===== config.mk =====
export PLATFORM = sky130hd
export DESIGN_NAME = gyro_oscillation_p_gain_tuner_top_flat
export DESIGN_NICKNAME = d
export VERILOG_FILES = /design/src/hw/rtl/gopt_pkg.sv /design/src/hw/rtl/gopt_if.sv /design/src/hw/rtl/gopt_div.sv /design/src/hw/rtl/gopt_ctrl.sv /design/src/hw/rtl/gopt_dp.sv /design/src/hw/rtl/gyro_oscillation_p_gain_tuner_top.sv /design/src/flat_wrapper.sv
export SDC_FILE = /design/constraint.sdc
export NUM_CORES = 1
export LEC_CHECK = 0
export BUFFER_PORTS_ARGS = -buffer_cell sky130_fd_sc_hd__buf_2
export CORE_MARGIN = 2
export CORE_UTILIZATION = 63
export CTS_CLUSTER_DIAMETER = 30
export DETAILED_ROUTE_END_ITERATION = 6
export PLACE_DENSITY = 0.88
export SKIP_CTS_REPAIR_TIMING = 1
export SYNTH_ARGS = -nofsm -noshare
export SYNTH_HDL_FRONTEND = slang
export SYNTH_HIERARCHICAL = 1
export SYNTH_SLANG_ARGS = --single-unit

===== constraint.sdc =====
create_clock -name clock -period 7.4 [get_ports clock]
set_input_delay 1.11 -clock clock [delete_from_list [all_inputs] [get_ports clock]]
set_output_delay 1.11 -clock clock [all_outputs]
set_load 0.05 [all_outputs]

===== src/hw/rtl/gopt_pkg.sv =====
// Shared types and constants of the gyro P-gain tuner.
// No dependencies.
package gopt_pkg;

   localparam int SAMPLE_BITS = 16;
   localparam int GYRO_W      = 16;
   localparam int GAIN_W      = 8;
   localparam int NUM_AXES    = 3;
   localparam int AXIS_W      = 2;
   localparam int LIM_W       = GAIN_W * NUM_AXES;
   localparam int SETTLE_W    = 15;
   localparam int AVGC_W      = 8;
   localparam int PHASE_W     = 16;
   localparam int SUM_W       = GYRO_W + AVGC_W;
   localparam int AVG_MAG_W   = GYRO_W + 1;
   localparam int FRAC_W      = 16;
   localparam int FRAC_SHIFT  = 6;
   localparam int IP_W        = FRAC_W - FRAC_SHIFT;
   localparam int STEP_W      = FRAC_W + 2;
   localparam int DELTA_W     = 11;
   localparam int DIFF_W      = GYRO_W + 2;
   localparam int DIV_CNT_W   = $clog2(SUM_W + 1);

   localparam int CSR_IDX_W   = 3;
   localparam int CSR_DATA_W  = LIM_W;

   localparam logic [CSR_IDX_W-1:0] CSR_LOW_LIMITS     = 3'd0;
   localparam logic [CSR_IDX_W-1:0] CSR_HIGH_LIMITS    = 3'd1;
   localparam logic [CSR_IDX_W-1:0] CSR_INITIAL_GAINS  = 3'd2;
   localparam logic [CSR_IDX_W-1:0] CSR_SETTLE_CYCLES  = 3'd3;
   localparam logic [CSR_IDX_W-1:0] CSR_AVERAGE_CYCLES = 3'd4;
   localparam logic [CSR_IDX_W-1:0] CSR_BOOST          = 3'd5;
   localparam logic [CSR_IDX_W-1:0] CSR_YAW_ENABLE     = 3'd6;

   localparam logic [AXIS_W-1:0] AXIS_ROLL  = 2'd0;
   localparam logic [AXIS_W-1:0] AXIS_PITCH = 2'd1;
   localparam logic [AXIS_W-1:0] AXIS_YAW   = 2'd2;
   localparam logic [AXIS_W-1:0] AXIS_NONE  = 2'd3;

   localparam logic CMD_SAMPLE  = 1'b0;
   localparam logic CMD_RESTART = 1'b1;

   localparam logic [AVGC_W-1:0] AVGC_RESET = 8'd16;

   localparam int QS_YAW  = 5;    // yaw quantized to 32
   localparam int QS_RP   = 7;    // roll and pitch quantized to 128
   localparam int TH_YAW  = 20;
   localparam int TH_RP   = 10;
   localparam int INC_YAW = 256;
   localparam int INC_RP  = 64;
   localparam int DEC_YAW = 64;
   localparam int DEC_RP  = 32;

   localparam int FRAC_MAX = 32767;
   localparam int FRAC_MIN = -32768;
   localparam logic signed [GYRO_W-1:0] GYRO_MAX = 16'sh7fff;
   localparam logic signed [GYRO_W-1:0] GYRO_MIN = 16'sh8000;
   localparam logic signed [PHASE_W-1:0] PHASE_MAX = 16'sh7fff;

   typedef enum logic [2:0] {
      ST_IDLE,
      ST_LOAD,
      ST_DIV,
      ST_ERR,
      ST_DECIDE,
      ST_STEP,
      ST_CLAMP,
      ST_OUT
   } state_type;

   typedef struct packed {
      logic capture;
      logic load;
      logic div_start;
      logic err_calc;
      logic decide;
      logic step;
      logic clamp;
      logic out_load;
   } ctrl_cmd_type;

   typedef struct packed {
      logic need_div;
      logic div_done;
      logic rsp_free;
   } dp_status_type;

endpackage


===== src/hw/rtl/gopt_if.sv =====
// Valid/ready channel interfaces for the gyro P-gain tuner.
// Depends on gopt_pkg.
interface gopt_req_if;
   logic                                 valid;
   logic                                 ready;
   logic                                 command;
   logic [gopt_pkg::AXIS_W-1:0]          axis;
   logic signed [gopt_pkg::GYRO_W-1:0]   gyro_sample;
   logic                                 stick_active;
   logic                                 level_mode;

   modport source (output valid, command, axis, gyro_sample, stick_active, level_mode,
                   input ready);
   modport sink   (input valid, command, axis, gyro_sample, stick_active, level_mode,
                   output ready);
endinterface

interface gopt_rsp_if;
   logic                                 valid;
   logic                                 ready;
   logic [gopt_pkg::AXIS_W-1:0]          out_axis;
   logic [gopt_pkg::GAIN_W-1:0]          gain;
   logic                                 gain_updated;
   logic signed [gopt_pkg::GYRO_W-1:0]   average_rate;

   modport source (output valid, out_axis, gain, gain_updated, average_rate,
                   input ready);
   modport sink   (input valid, out_axis, gain, gain_updated, average_rate,
                   output ready);
endinterface


===== src/hw/rtl/gopt_div.sv =====
// Restoring divider, one quotient bit per cycle, unsigned.
// Depends on gopt_pkg.
module gopt_div (
   input  logic                            clock,
   input  logic                            reset,
   input  logic                            start,
   input  logic [gopt_pkg::SUM_W-1:0]      dividend,
   input  logic [gopt_pkg::AVGC_W-1:0]     divisor,
   output logic [gopt_pkg::SUM_W-1:0]      quotient,
   output logic                            done
);

   logic [gopt_pkg::SUM_W-1:0]     quo_ff, quo_in;
   logic [gopt_pkg::AVGC_W-1:0]    rem_ff, rem_in;
   logic [gopt_pkg::AVGC_W-1:0]    den_ff;
   logic [gopt_pkg::DIV_CNT_W-1:0] cnt_ff, cnt_in;
   logic                           done_ff, done_in;
   logic [gopt_pkg::AVGC_W:0]      trial;
   logic [gopt_pkg::AVGC_W:0]      trial_sub;
   logic                           trial_ge;

   always_comb begin
      trial     = {rem_ff, quo_ff[gopt_pkg::SUM_W-1]};
      trial_sub = trial - {1'b0, den_ff};
      trial_ge  = trial >= {1'b0, den_ff};
      rem_in    = trial_ge ? trial_sub[gopt_pkg::AVGC_W-1:0] : trial[gopt_pkg::AVGC_W-1:0];
      quo_in    = {quo_ff[gopt_pkg::SUM_W-2:0], trial_ge};
      cnt_in    = cnt_ff - gopt_pkg::DIV_CNT_W'(1);
      done_in   = cnt_ff == gopt_pkg::DIV_CNT_W'(1);
   end

   always_ff @(posedge clock) begin
      if (reset) begin
         cnt_ff  <= '0;
         done_ff <= 1'b0;
      end else if (start) begin
         cnt_ff  <= gopt_pkg::DIV_CNT_W'(gopt_pkg::SUM_W);
         done_ff <= 1'b0;
      end else if (cnt_ff != '0) begin
         cnt_ff  <= cnt_in;
         done_ff <= done_in;
      end else begin
         done_ff <= 1'b0;
      end
   end

   always_ff @(posedge clock) begin
      if (start) begin
         quo_ff <= dividend;
         rem_ff <= '0;
         den_ff <= divisor;
      end else if (cnt_ff != '0) begin
         quo_ff <= quo_in;
         rem_ff <= rem_in;
      end
   end

   assign quotient = quo_ff;
   assign done     = done_ff;

endmodule


===== src/hw/rtl/gopt_ctrl.sv =====
// Sequencer of the gyro P-gain tuner: one item at a time.
// Depends on gopt_pkg; drives the datapath by command struct.
module gopt_ctrl (
   input  logic                     clock,
   input  logic                     reset,
   input  logic                     req_valid,
   output logic                     req_ready,
   input  gopt_pkg::dp_status_type  status,
   output gopt_pkg::ctrl_cmd_type   cmd
);

   gopt_pkg::state_type state_ff, state_in;

   always_ff @(posedge clock) begin
      if (reset) begin
         state_ff <= gopt_pkg::ST_IDLE;
      end else begin
         state_ff <= state_in;
      end
   end

   always_comb begin
      state_in  = state_ff;
      cmd       = '0;
      req_ready = 1'b0;
      case (state_ff)
         gopt_pkg::ST_IDLE: begin
            req_ready = 1'b1;
            if (req_valid) begin
               cmd.capture = 1'b1;
               state_in    = gopt_pkg::ST_LOAD;
            end
         end
         gopt_pkg::ST_LOAD: begin
            cmd.load = 1'b1;
            if (status.need_div) begin
               cmd.div_start = 1'b1;
               state_in      = gopt_pkg::ST_DIV;
            end else begin
               state_in = gopt_pkg::ST_OUT;
            end
         end
         gopt_pkg::ST_DIV: begin
            if (status.div_done) begin
               state_in = gopt_pkg::ST_ERR;
            end
         end
         gopt_pkg::ST_ERR: begin
            cmd.err_calc = 1'b1;
            state_in     = gopt_pkg::ST_DECIDE;
         end
         gopt_pkg::ST_DECIDE: begin
            cmd.decide = 1'b1;
            state_in   = gopt_pkg::ST_STEP;
         end
         gopt_pkg::ST_STEP: begin
            cmd.step = 1'b1;
            state_in = gopt_pkg::ST_CLAMP;
         end
         gopt_pkg::ST_CLAMP: begin
            cmd.clamp = 1'b1;
            state_in  = gopt_pkg::ST_OUT;
         end
         gopt_pkg::ST_OUT: begin
            // wait until the result register can take the transfer
            if (status.rsp_free) begin
               cmd.out_load = 1'b1;
               state_in     = gopt_pkg::ST_IDLE;
            end
         end
         default: begin
            state_in = gopt_pkg::ST_IDLE;
         end
      endcase
   end

endmodule


===== src/hw/rtl/gopt_dp.sv =====
// Datapath of the gyro P-gain tuner: registers, per-axis state, divider, result register.
// Depends on gopt_pkg, gopt_if and gopt_div.
module gopt_dp (
   input  logic                                  clock,
   input  logic                                  reset,
   input  gopt_pkg::ctrl_cmd_type                cmd,
   output gopt_pkg::dp_status_type               status,
   input  logic                                  req_command,
   input  logic [gopt_pkg::AXIS_W-1:0]           req_axis,
   input  logic signed [gopt_pkg::GYRO_W-1:0]    req_gyro_sample,
   input  logic                                  req_stick_active,
   input  logic                                  req_level_mode,
   gopt_rsp_if.source                            rsp_chan,
   input  logic                                  csr_we,
   input  logic [gopt_pkg::CSR_IDX_W-1:0]        csr_index,
   input  logic [gopt_pkg::CSR_DATA_W-1:0]       csr_wdata
);

   localparam int NA = gopt_pkg::NUM_AXES;
   localparam int GW = gopt_pkg::GAIN_W;

   // configuration
   logic [gopt_pkg::LIM_W-1:0]    low_lim_ff, high_lim_ff, init_gain_ff;
   logic [gopt_pkg::SETTLE_W-1:0] settle_ff;
   logic [gopt_pkg::AVGC_W-1:0]   avgc_ff;
   logic [gopt_pkg::AVGC_W-1:0]   boost_ff;
   logic                          yaw_en_ff;

   // captured item
   logic                                 it_cmd_ff;
   logic [gopt_pkg::AXIS_W-1:0]          it_axis_ff;
   logic signed [gopt_pkg::GYRO_W-1:0]   it_sample_ff;
   logic                                 it_stick_ff;
   logic                                 it_level_ff;

   // per-axis state
   logic signed [gopt_pkg::GYRO_W-1:0]  prev_err_ff [NA];
   logic signed [gopt_pkg::PHASE_W-1:0] phase_ff    [NA];
   logic signed [gopt_pkg::SUM_W-1:0]   sum_ff      [NA];
   logic signed [gopt_pkg::FRAC_W-1:0]  frac_ff     [NA];
   logic [GW-1:0]                       gain_ff     [NA];
   logic [GW-1:0]                       tune_hi_ff  [NA];
   logic signed [gopt_pkg::GYRO_W-1:0]  last_avg_ff [NA];

   // decision pipeline
   logic                                 sum_neg_ff;
   logic signed [gopt_pkg::GYRO_W-1:0]   err_ff;
   logic                                 upd_ff;
   logic                                 step_en_ff;
   logic signed [gopt_pkg::DELTA_W-1:0]  delta_ff;

   // result register
   logic                                 rsp_valid_ff;
   logic [gopt_pkg::AXIS_W-1:0]          rsp_axis_ff;
   logic [GW-1:0]                        rsp_gain_ff;
   logic                                 rsp_upd_ff;
   logic signed [gopt_pkg::GYRO_W-1:0]   rsp_avg_ff;

   logic                                 ax_ok, is_yaw, disturb;
   logic signed [gopt_pkg::GYRO_W-1:0]   s_ext, s_floor, quant;
   logic                                 low_nz;
   logic signed [gopt_pkg::PHASE_W-1:0]  phase_cur, phase_nx, settle_neg;
   logic signed [gopt_pkg::SUM_W-1:0]    sum_base, sum_nx;
   logic [gopt_pkg::SUM_W-1:0]           sum_abs;
   logic [gopt_pkg::AVGC_W-1:0]          target;
   logic                                 hit;
   logic [gopt_pkg::SUM_W-1:0]           quotient;
   logic                                 div_done;
   logic [gopt_pkg::AVG_MAG_W-1:0]       q_mag;
   logic signed [gopt_pkg::AVG_MAG_W-1:0] avg_full;
   logic signed [gopt_pkg::GYRO_W-1:0]   avg_c, err_c, prev_cur;
   logic [gopt_pkg::AVG_MAG_W-1:0]       ext_e, ext_p, abs_e, abs_p;
   logic signed [gopt_pkg::DIFF_W-1:0]   diff_c, th_c, nth_c;
   logic                                 tune_c, same_c, up_c, down_c, flip_c;
   logic signed [gopt_pkg::DELTA_W-1:0]  delta_up, delta_dn, delta_c;
   logic signed [gopt_pkg::STEP_W-1:0]   t_c;
   logic signed [gopt_pkg::FRAC_W-1:0]   frac_sat;
   logic signed [gopt_pkg::IP_W-1:0]     ip_c, lo_s, hi_s;
   logic [GW-1:0]                        lo_cur, hi_cur, clamp_c;
   logic [GW-1:0]                        rs_hi   [NA];
   logic [GW-1:0]                        rs_gain [NA];

   // ---- configuration writes ----
   always_ff @(posedge clock) begin
      if (reset) begin
         low_lim_ff   <= '0;
         high_lim_ff  <= '0;
         init_gain_ff <= '0;
         settle_ff    <= '0;
         avgc_ff      <= gopt_pkg::AVGC_RESET;
         boost_ff     <= '0;
         yaw_en_ff    <= 1'b1;
      end else if (csr_we) begin
         case (csr_index)
            gopt_pkg::CSR_LOW_LIMITS:     low_lim_ff   <= csr_wdata;
            gopt_pkg::CSR_HIGH_LIMITS:    high_lim_ff  <= csr_wdata;
            gopt_pkg::CSR_INITIAL_GAINS:  init_gain_ff <= csr_wdata;
            gopt_pkg::CSR_SETTLE_CYCLES:  settle_ff    <= csr_wdata[gopt_pkg::SETTLE_W-1:0];
            gopt_pkg::CSR_AVERAGE_CYCLES: avgc_ff      <= csr_wdata[gopt_pkg::AVGC_W-1:0];
            gopt_pkg::CSR_BOOST:          boost_ff     <= csr_wdata[gopt_pkg::AVGC_W-1:0];
            gopt_pkg::CSR_YAW_ENABLE:     yaw_en_ff    <= csr_wdata[0];
            default: begin
            end
         endcase
      end
   end

   // ---- item capture ----
   always_ff @(posedge clock) begin
      if (cmd.capture) begin
         it_cmd_ff    <= req_command;
         it_axis_ff   <= req_axis;
         it_sample_ff <= req_gyro_sample;
         it_stick_ff  <= req_stick_active;
         it_level_ff  <= req_level_mode;
      end
   end

   // ---- restart values, all axes at once ----
   always_comb begin
      logic [GW-1:0] lo, hi, g;
      logic          kill;
      for (int a = 0; a < NA; a++) begin
         lo   = low_lim_ff[GW*a +: GW];
         hi   = high_lim_ff[GW*a +: GW];
         g    = init_gain_ff[GW*a +: GW];
         kill = (hi != '0 && lo > hi) || (a == int'(gopt_pkg::AXIS_YAW) && !yaw_en_ff);
         rs_hi[a]   = kill ? '0 : hi;
         rs_gain[a] = (g < lo) ? lo : g;
      end
   end

   // ---- sample accumulation ----
   always_comb begin
      ax_ok   = it_axis_ff != gopt_pkg::AXIS_NONE;
      is_yaw  = it_axis_ff == gopt_pkg::AXIS_YAW;
      disturb = it_stick_ff || (!is_yaw && it_level_ff);

      s_ext = gopt_pkg::GYRO_W'(signed'(it_sample_ff[gopt_pkg::SAMPLE_BITS-1:0]));
      // truncate toward zero: floor, then bump negatives that had a remainder
      if (is_yaw) begin
         s_floor = {s_ext[gopt_pkg::GYRO_W-1:gopt_pkg::QS_YAW], gopt_pkg::QS_YAW'(0)};
         low_nz  = |s_ext[gopt_pkg::QS_YAW-1:0];
      end else begin
         s_floor = {s_ext[gopt_pkg::GYRO_W-1:gopt_pkg::QS_RP], gopt_pkg::QS_RP'(0)};
         low_nz  = |s_ext[gopt_pkg::QS_RP-1:0];
      end
      if (s_ext[gopt_pkg::GYRO_W-1] && low_nz) begin
         quant = s_floor + (is_yaw ? gopt_pkg::GYRO_W'(1 << gopt_pkg::QS_YAW)
                                   : gopt_pkg::GYRO_W'(1 << gopt_pkg::QS_RP));
      end else begin
         quant = s_floor;
      end

      phase_cur  = phase_ff[it_axis_ff];
      settle_neg = -signed'(gopt_pkg::PHASE_W'(settle_ff));
      phase_nx   = (phase_cur == gopt_pkg::PHASE_MAX) ? phase_cur
                                                      : phase_cur + gopt_pkg::PHASE_W'(1);
      sum_base   = (phase_cur == '0) ? '0 : sum_ff[it_axis_ff];
      if (!phase_nx[gopt_pkg::PHASE_W-1] && phase_nx != '0) begin
         sum_nx = sum_base + gopt_pkg::SUM_W'(quant);
      end else begin
         sum_nx = sum_base;
      end
      target  = (avgc_ff == '0) ? gopt_pkg::AVGC_W'(1) : avgc_ff;
      hit     = phase_nx == gopt_pkg::PHASE_W'(target);
      sum_abs = sum_nx[gopt_pkg::SUM_W-1] ? gopt_pkg::SUM_W'(-sum_nx)
                                          : gopt_pkg::SUM_W'(sum_nx);
   end

   gopt_div u_div (
      .clock    (clock),
      .reset    (reset),
      .start    (cmd.div_start),
      .dividend (sum_abs),
      .divisor  (target),
      .quotient (quotient),
      .done     (div_done)
   );

   // ---- average, error, decision, accumulator ----
   always_comb begin
      q_mag    = quotient[gopt_pkg::AVG_MAG_W-1:0];
      avg_full = sum_neg_ff ? -signed'(q_mag) : signed'(q_mag);
      avg_c    = avg_full[gopt_pkg::GYRO_W-1:0];
      if (is_yaw) begin
         err_c = (avg_c == gopt_pkg::GYRO_MIN) ? gopt_pkg::GYRO_MAX : -avg_c;
      end else begin
         err_c = avg_c;
      end

      prev_cur = prev_err_ff[it_axis_ff];
      ext_e    = {err_ff[gopt_pkg::GYRO_W-1], err_ff};
      ext_p    = {prev_cur[gopt_pkg::GYRO_W-1], prev_cur};
      abs_e    = ext_e[gopt_pkg::AVG_MAG_W-1] ? -ext_e : ext_e;
      abs_p    = ext_p[gopt_pkg::AVG_MAG_W-1] ? -ext_p : ext_p;
      diff_c   = {1'b0, abs_e} - {1'b0, abs_p};
      th_c     = is_yaw ? gopt_pkg::DIFF_W'(gopt_pkg::TH_YAW) : gopt_pkg::DIFF_W'(gopt_pkg::TH_RP);
      nth_c    = -th_c;

      tune_c = tune_hi_ff[it_axis_ff] != '0 && err_ff != '0 && prev_cur != '0
               && err_ff != prev_cur;
      same_c = err_ff[gopt_pkg::GYRO_W-1] == prev_cur[gopt_pkg::GYRO_W-1];
      up_c   = same_c && diff_c > th_c;
      down_c = same_c && diff_c < nth_c;
      flip_c = !same_c && !is_yaw && (diff_c > th_c || diff_c < nth_c);

      delta_up = (is_yaw ? gopt_pkg::DELTA_W'(gopt_pkg::INC_YAW)
                         : gopt_pkg::DELTA_W'(gopt_pkg::INC_RP))
                 + gopt_pkg::DELTA_W'(boost_ff);
      delta_dn = is_yaw ? -(gopt_pkg::DELTA_W'(gopt_pkg::DEC_YAW) + gopt_pkg::DELTA_W'(boost_ff))
                        : -gopt_pkg::DELTA_W'(gopt_pkg::DEC_RP);
      if (up_c) begin
         delta_c = delta_up;
      end else if (down_c) begin
         delta_c = delta_dn;
      end else begin
         delta_c = -gopt_pkg::DELTA_W'(gopt_pkg::DEC_RP);
      end

      t_c = gopt_pkg::STEP_W'(frac_ff[it_axis_ff]) + gopt_pkg::STEP_W'(delta_ff);
      if (t_c > gopt_pkg::FRAC_MAX) begin
         frac_sat = gopt_pkg::FRAC_W'(gopt_pkg::FRAC_MAX);
      end else if (t_c < gopt_pkg::FRAC_MIN) begin
         frac_sat = gopt_pkg::FRAC_W'(gopt_pkg::FRAC_MIN);
      end else begin
         frac_sat = t_c[gopt_pkg::FRAC_W-1:0];
      end

      // integer part is the floor of the accumulator over 64
      ip_c   = frac_ff[it_axis_ff][gopt_pkg::FRAC_W-1:gopt_pkg::FRAC_SHIFT];
      lo_cur = low_lim_ff[GW*it_axis_ff +: GW];
      hi_cur = tune_hi_ff[it_axis_ff];
      lo_s   = gopt_pkg::IP_W'(lo_cur);
      hi_s   = gopt_pkg::IP_W'(hi_cur);
      if (ip_c < lo_s) begin
         clamp_c = lo_cur;
      end else if (ip_c > hi_s) begin
         clamp_c = hi_cur;
      end else begin
         clamp_c = ip_c[GW-1:0];
      end
   end

   // ---- per-axis state ----
   always_ff @(posedge clock) begin
      if (reset) begin
         for (int a = 0; a < NA; a++) begin
            prev_err_ff[a] <= '0;
            phase_ff[a]    <= '0;
            sum_ff[a]      <= '0;
            frac_ff[a]     <= '0;
            gain_ff[a]     <= '0;
            tune_hi_ff[a]  <= '0;
            last_avg_ff[a] <= '0;
         end
      end else begin
         if (cmd.load) begin
            if (it_cmd_ff == gopt_pkg::CMD_RESTART) begin
               for (int a = 0; a < NA; a++) begin
                  tune_hi_ff[a]  <= rs_hi[a];
                  gain_ff[a]     <= rs_gain[a];
                  frac_ff[a]     <= gopt_pkg::FRAC_W'(rs_gain[a]) << gopt_pkg::FRAC_SHIFT;
                  prev_err_ff[a] <= '0;
                  phase_ff[a]    <= settle_neg;
               end
            end else if (ax_ok) begin
               if (disturb) begin
                  prev_err_ff[it_axis_ff] <= '0;
                  phase_ff[it_axis_ff]    <= settle_neg;
               end else begin
                  phase_ff[it_axis_ff] <= hit ? '0 : phase_nx;
                  sum_ff[it_axis_ff]   <= sum_nx;
               end
            end
         end
         if (cmd.err_calc) begin
            last_avg_ff[it_axis_ff] <= avg_c;
            sum_ff[it_axis_ff]      <= gopt_pkg::SUM_W'(avg_c);
         end
         if (cmd.decide) begin
            prev_err_ff[it_axis_ff] <= err_ff;
         end
         if (cmd.step && step_en_ff) begin
            frac_ff[it_axis_ff] <= frac_sat;
         end
         if (cmd.clamp && upd_ff) begin
            gain_ff[it_axis_ff] <= clamp_c;
         end
      end
   end

   always_ff @(posedge clock) begin
      if (cmd.div_start) begin
         sum_neg_ff <= sum_nx[gopt_pkg::SUM_W-1];
      end
      if (cmd.err_calc) begin
         err_ff <= err_c;
      end
      if (cmd.decide) begin
         step_en_ff <= tune_c && (up_c || down_c || flip_c);
         delta_ff   <= delta_c;
      end
   end

   always_ff @(posedge clock) begin
      if (reset) begin
         upd_ff <= 1'b0;
      end else if (cmd.load) begin
         upd_ff <= 1'b0;
      end else if (cmd.decide) begin
         upd_ff <= tune_c;
      end
   end

   // ---- result register ----
   always_ff @(posedge clock) begin
      if (reset) begin
         rsp_valid_ff <= 1'b0;
      end else if (cmd.out_load) begin
         rsp_valid_ff <= 1'b1;
      end else if (rsp_chan.ready) begin
         rsp_valid_ff <= 1'b0;
      end
   end

   always_ff @(posedge clock) begin
      if (cmd.out_load) begin
         rsp_axis_ff <= it_axis_ff;
         rsp_upd_ff  <= ax_ok && upd_ff;
         if (ax_ok) begin
            rsp_gain_ff <= gain_ff[it_axis_ff];
            rsp_avg_ff  <= last_avg_ff[it_axis_ff];
         end else begin
            rsp_gain_ff <= '0;
            rsp_avg_ff  <= '0;
         end
      end
   end

   assign rsp_chan.valid        = rsp_valid_ff;
   assign rsp_chan.out_axis     = rsp_axis_ff;
   assign rsp_chan.gain         = rsp_gain_ff;
   assign rsp_chan.gain_updated = rsp_upd_ff;
   assign rsp_chan.average_rate = rsp_avg_ff;

   always_comb begin
      status.need_div = it_cmd_ff == gopt_pkg::CMD_SAMPLE && ax_ok && !disturb && hit;
      status.div_done = div_done;
      status.rsp_free = !rsp_valid_ff || rsp_chan.ready;
   end

endmodule


===== src/hw/rtl/gyro_oscillation_p_gain_tuner_top.sv =====
// Gyro P-gain tuner, top level: sequencer plus datapath.
// Depends on gopt_pkg, gopt_if, gopt_ctrl, gopt_dp.
// Steps: IDLE captures the item, LOAD updates the axis state, OUT loads the result
//   register; a sample that closes an average runs the 24-step restoring divider,
//   then ERR, DECIDE, STEP and CLAMP. One item at a time; OUT waits until the output
//   register is free, yet a new item is taken while the previous result still waits.
// Reset (synchronous): registers to their reset values, all axes restarted.
module gyro_oscillation_p_gain_tuner_top (
   input  logic                               clock,
   input  logic                               reset,
   gopt_req_if.sink                           req_chan,
   gopt_rsp_if.source                         rsp_chan,
   input  logic                               csr_we,
   input  logic [gopt_pkg::CSR_IDX_W-1:0]     csr_index,
   input  logic [gopt_pkg::CSR_DATA_W-1:0]    csr_wdata
);

   gopt_pkg::ctrl_cmd_type  cmd;
   gopt_pkg::dp_status_type status;

   gopt_ctrl u_ctrl (
      .clock     (clock),
      .reset     (reset),
      .req_valid (req_chan.valid),
      .req_ready (req_chan.ready),
      .status    (status),
      .cmd       (cmd)
   );

   gopt_dp u_dp (
      .clock            (clock),
      .reset            (reset),
      .cmd              (cmd),
      .status           (status),
      .req_command      (req_chan.command),
      .req_axis         (req_chan.axis),
      .req_gyro_sample  (req_chan.gyro_sample),
      .req_stick_active (req_chan.stick_active),
      .req_level_mode   (req_chan.level_mode),
      .rsp_chan         (rsp_chan),
      .csr_we           (csr_we),
      .csr_index        (csr_index),
      .csr_wdata        (csr_wdata)
   );

endmodule


===== src/flat_wrapper.sv =====
// flat-port wrapper written by rule: the top's interface ports become plain ports
module gyro_oscillation_p_gain_tuner_top_flat 
  (clock, reset, csr_we, csr_index, csr_wdata, req_chan_valid, req_chan_command, req_chan_axis, req_chan_gyro_sample, req_chan_stick_active, req_chan_level_mode, req_chan_ready, rsp_chan_valid, rsp_chan_out_axis, rsp_chan_gain, rsp_chan_gain_updated, rsp_chan_average_rate, rsp_chan_ready);
  gopt_req_if req_chan_i ();
  gopt_rsp_if rsp_chan_i ();
  input  logic clock;
  input  logic reset;
  input  logic csr_we;
  input  logic [gopt_pkg::CSR_IDX_W-1:0] csr_index;
  input  logic [gopt_pkg::CSR_DATA_W-1:0] csr_wdata;
  input wire logic [$bits(req_chan_i.valid)-1:0] req_chan_valid;
  input wire logic [$bits(req_chan_i.command)-1:0] req_chan_command;
  input wire logic [$bits(req_chan_i.axis)-1:0] req_chan_axis;
  input wire logic [$bits(req_chan_i.gyro_sample)-1:0] req_chan_gyro_sample;
  input wire logic [$bits(req_chan_i.stick_active)-1:0] req_chan_stick_active;
  input wire logic [$bits(req_chan_i.level_mode)-1:0] req_chan_level_mode;
  output wire logic [$bits(req_chan_i.ready)-1:0] req_chan_ready;
  output wire logic [$bits(rsp_chan_i.valid)-1:0] rsp_chan_valid;
  output wire logic [$bits(rsp_chan_i.out_axis)-1:0] rsp_chan_out_axis;
  output wire logic [$bits(rsp_chan_i.gain)-1:0] rsp_chan_gain;
  output wire logic [$bits(rsp_chan_i.gain_updated)-1:0] rsp_chan_gain_updated;
  output wire logic [$bits(rsp_chan_i.average_rate)-1:0] rsp_chan_average_rate;
  input wire logic [$bits(rsp_chan_i.ready)-1:0] rsp_chan_ready;
  assign req_chan_i.valid = req_chan_valid;
  assign req_chan_i.command = req_chan_command;
  assign req_chan_i.axis = req_chan_axis;
  assign req_chan_i.gyro_sample = req_chan_gyro_sample;
  assign req_chan_i.stick_active = req_chan_stick_active;
  assign req_chan_i.level_mode = req_chan_level_mode;
  assign req_chan_ready = req_chan_i.ready;
  assign rsp_chan_valid = rsp_chan_i.valid;
  assign rsp_chan_out_axis = rsp_chan_i.out_axis;
  assign rsp_chan_gain = rsp_chan_i.gain;
  assign rsp_chan_gain_updated = rsp_chan_i.gain_updated;
  assign rsp_chan_average_rate = rsp_chan_i.average_rate;
  assign rsp_chan_i.ready = rsp_chan_ready;
  gyro_oscillation_p_gain_tuner_top u_core (.clock(clock), .reset(reset), .req_chan(req_chan_i), .rsp_chan(rsp_chan_i), .csr_we(csr_we), .csr_index(csr_index), .csr_wdata(csr_wdata));
endmodule

==> results.sh <==
export IMPL_start_util=0.637
export IMPL_grt_pass1_vias=27600
export IMPL_hold_start="u_core/u_dp/init_gain_ff[16]"
export IMPL_die_h_um=237
export IMPL_antenna_found_initial=4
export IMPL_dr_total_vias=27600
export IMPL_max_freq_ghz=0.153
export IMPL_yosysSeqAreaShare=0.505
export IMPL_syn_to_final_growth_pct=14.7
export IMPL_multi_input_area_sq_um=15700
export IMPL_synthArstFlopShare=0
export IMPL_overflow=0
export IMPL_dpl_worst_slack_ps=1080
export IMPL_cts_sinks=618
export IMPL_ys_warnings_count=6
export IMPL_slew_headroom=0.147
export IMPL_worstPathArrival_ps=6890
export IMPL_final_cell_mix="edfxtp_1, nand2_1, nor2_1"
export IMPL_ys_seq_elements=618
export IMPL_worst_slack_ps=854
export IMPL_irDropWorstVdd_v=0.000251
export IMPL_mostFrequentLayoutCell="edfxtp_1"
export IMPL_synth_area_top_cells="edfxtp_1, dfxtp_1, ha_1"
export IMPL_drive_above_1_share=0.148
export IMPL_core_sq_um=53800
export IMPL_hold_viol=0
export IMPL_wl_per_cell_um=23.9
export IMPL_synth_ff_type="edfxtp_1"
export IMPL_grt_max_degree=99
export IMPL_setup_tns_ps=0
export IMPL_num_rows=85
export IMPL_cts_tree="yes"
export IMPL_hold_class="flop to flop"
export IMPL_htreeDepth=3
export IMPL_hpwl_mm=61.7
export IMPL_drv_slew=0
export IMPL_worstPathCellList="buf_12, buf_4, mux4_2, or3_1, nor2_1, nand2_1, or3_1, nand2_1, xor2_1, ha_1, and4_1, a221o_1, a21o_1, a21o_1, nor3_1, a22oi_1"
export IMPL_syn_inst=3253
export IMPL_synth_edff_count=493
export IMPL_setup_violations=0
export IMPL_rsz0062_at_grt="no"
export IMPL_insertion_delay_ps=690
export IMPL_dieArea_sq_um=56300
export IMPL_fin_crit_sh=0.885
export IMPL_clock_path_buffers=3
export IMPL_viasPerCell=6.65
export IMPL_critPathKind="flop to flop"
export IMPL_globalplace_congestion=0.944
export IMPL_tightestPinTransition_ps=1280
export IMPL_firstDrtPassIters=6
export IMPL_die_w_um=237
export IMPL_endpoint_kind="flop"
export IMPL_fillCellCount=3275
export IMPL_avgSynthCellArea_sq_um=10.5
export IMPL_nets=3559
export IMPL_synth_top_area_cell="edfxtp_1"
export IMPL_powerDensity_nw_per_um2=463
export IMPL_grt_pass1_wl_mm=153
export IMPL_dp_cells=3937
export IMPL_p_leak_uw=0.0155
export IMPL_slowest_stage="nor3_1"
export IMPL_ant_nets=0
export IMPL_drtIter0Drc=3631
export IMPL_critPathRequiredTime_ps=7740
export IMPL_cpPeakStageDelay_ps=880
export IMPL_cts_buffers=116
export IMPL_regArea_sq_um=17300
export IMPL_hold_slack_ps=470
export IMPL_synthDominantCellAreaShare=0.432
export IMPL_syn_cell_area_sq_um=34300
export IMPL_maxCapViolCount=0
export IMPL_clk_pin_slew_ps=50
export IMPL_numPortBuffers=81
export IMPL_synth_cell_types=94
export IMPL_status="finished clean"
export IMPL_fin_cells=4158
export IMPL_cts_root_buf="clkbuf_16"
export IMPL_period_minus_slack_ps=6550
export IMPL_routed_wl_mm=99.5
export IMPL_grt_usage=0.352
export IMPL_ios=82
export IMPL_critPathMaxFanout=32
export IMPL_fin_worst_skew_ps=56.0
export IMPL_power_total_uw=18200
export IMPL_crit_path_start_kind="flop"
export IMPL_drcViolationCount=0
==> path summary, 6_finish.rpt <==
check | to | slack (ps) | depth (start not counted)
worst max-delay path | u_core/u_dp/delta_ff[7] | 850 | 16
worst min-delay path | u_core/u_dp/init_gain_ff[16] | 470 | 2
worst max register to register | u_core/u_dp/delta_ff[7] | 850 | 16
worst min register to register | u_core/u_dp/init_gain_ff[16] | 470 | 2
==> synth_stat cells (25+ instances only) <==
master and instances:
a21o_1 51, a21oi_1 218, and2_1 39, clkbuf_1 109, dfxtp_1 125, edfxtp_1 493
ha_1 143, inv_1 200, mux2_2 81, mux2i_1 95, mux4_2 72, nand2_1 411
nand2b_1 33, nand3_1 38, nand4_1 25, nor2_1 359, nor2b_1 30, nor3_1 65
o21a_1 28, o21ai_0 156, xnor2_1 104, xor2_1 66
==> flip-flops by register name (all words and copies together) (netlist names), 16 cells and up, named ones only <==
register	cells
u_core/u_dp/init_gain_ff	24
u_core/u_dp/sum_ff	96
u_core/u_dp/tune_hi_ff	24
u_core/u_dp/rsp_chan.average_rate	16
u_core/u_dp/u_div/quotient	24
u_core/u_dp/gain_ff	24
u_core/u_dp/high_lim_ff	24
u_core/u_dp/prev_err_ff	64
u_core/u_dp/frac_ff	64
u_core/u_dp/err_ff	16
u_core/u_dp/last_avg_ff	48
u_core/u_dp/phase_ff	64
u_core/u_dp/it_sample_ff	16
u_core/u_dp/low_lim_ff	24
==> per-stage QoR <==
| stage | util | cell area [sq um] |
|---|---|---|
| 2_1_floorplan | - | 34400 |
| 6_report | 0.731 | 39400 |
| 3_3_place_gp | 0.656 | 35300 |
| 3_5_place_dp | 0.656 | 35300 |
| 4_1_cts | 0.731 | 39300 |
| 5_1_grt | 0.731 | 39300 |
==> area by class of cell <==
cell class | count | share of cell area
flip-flops and latches | 618 | 0.440
clock inverters | 79 | 0.0231
multi-input cells | 2306 | 0.399
clock buffers | 141 | 0.0794
repair buffers | 117 | 0.0176
well taps | 696 | 0.0221
inverters | 200 | 0.0191
diodes | 1 | 0.0000636
==> power breakdown <==
| part | switching (uW) | internal, uW | total [uW] |
|---|---|---|---|
| registers | 384 | 4500 | 4880 |
| clock network | 1930 | 3470 | 5390 |
| logic | 5030 | 2920 | 7950 |
==> critical path, delay by kind of cell, from the launching register on <==
| family | cells | cell delay [ps] |
|---|---|---|
| AO/OA/AOI/OAI | 4 | 1060 |
| XOR/XNOR | 1 | 280 |
| adder cells (fa/ha/maj) | 1 | 370 |
| buffers and inverters | 2 | 860 |
| flip-flops | 1 | 670 |
| multiplexers | 1 | 660 |
| AND/OR/NAND/NOR | 7 | 2210 |
==> kinds of logic (layout without fill, tap and decap cells) <==
kind of cell | after synthesis | in the layout | synth area share
compound gates | 596 | 596 | 0.106
xor+xnor | 170 | 170 | 0.0434
fa+ha+maj | 147 | 147 | 0.0545
buf+inv | 345 | 537 | 0.0407
flops | 618 | 618 | 0.505
mux | 249 | 249 | 0.102
other cells | 2 | 19 | 0.000219
simple gates | 1126 | 1126 | 0.149
==> metal layers <==
metal  vias to the layer above  share of wire  global-route usage
met5                         -        0.00043                   0
met4                         6          0.064               0.209
met3                       527           0.11              0.0862
met2                      2059           0.47               0.575
met1                     13100           0.35               0.425
li1                      11900              -                   -
Power figures use the tool's default switching activity.
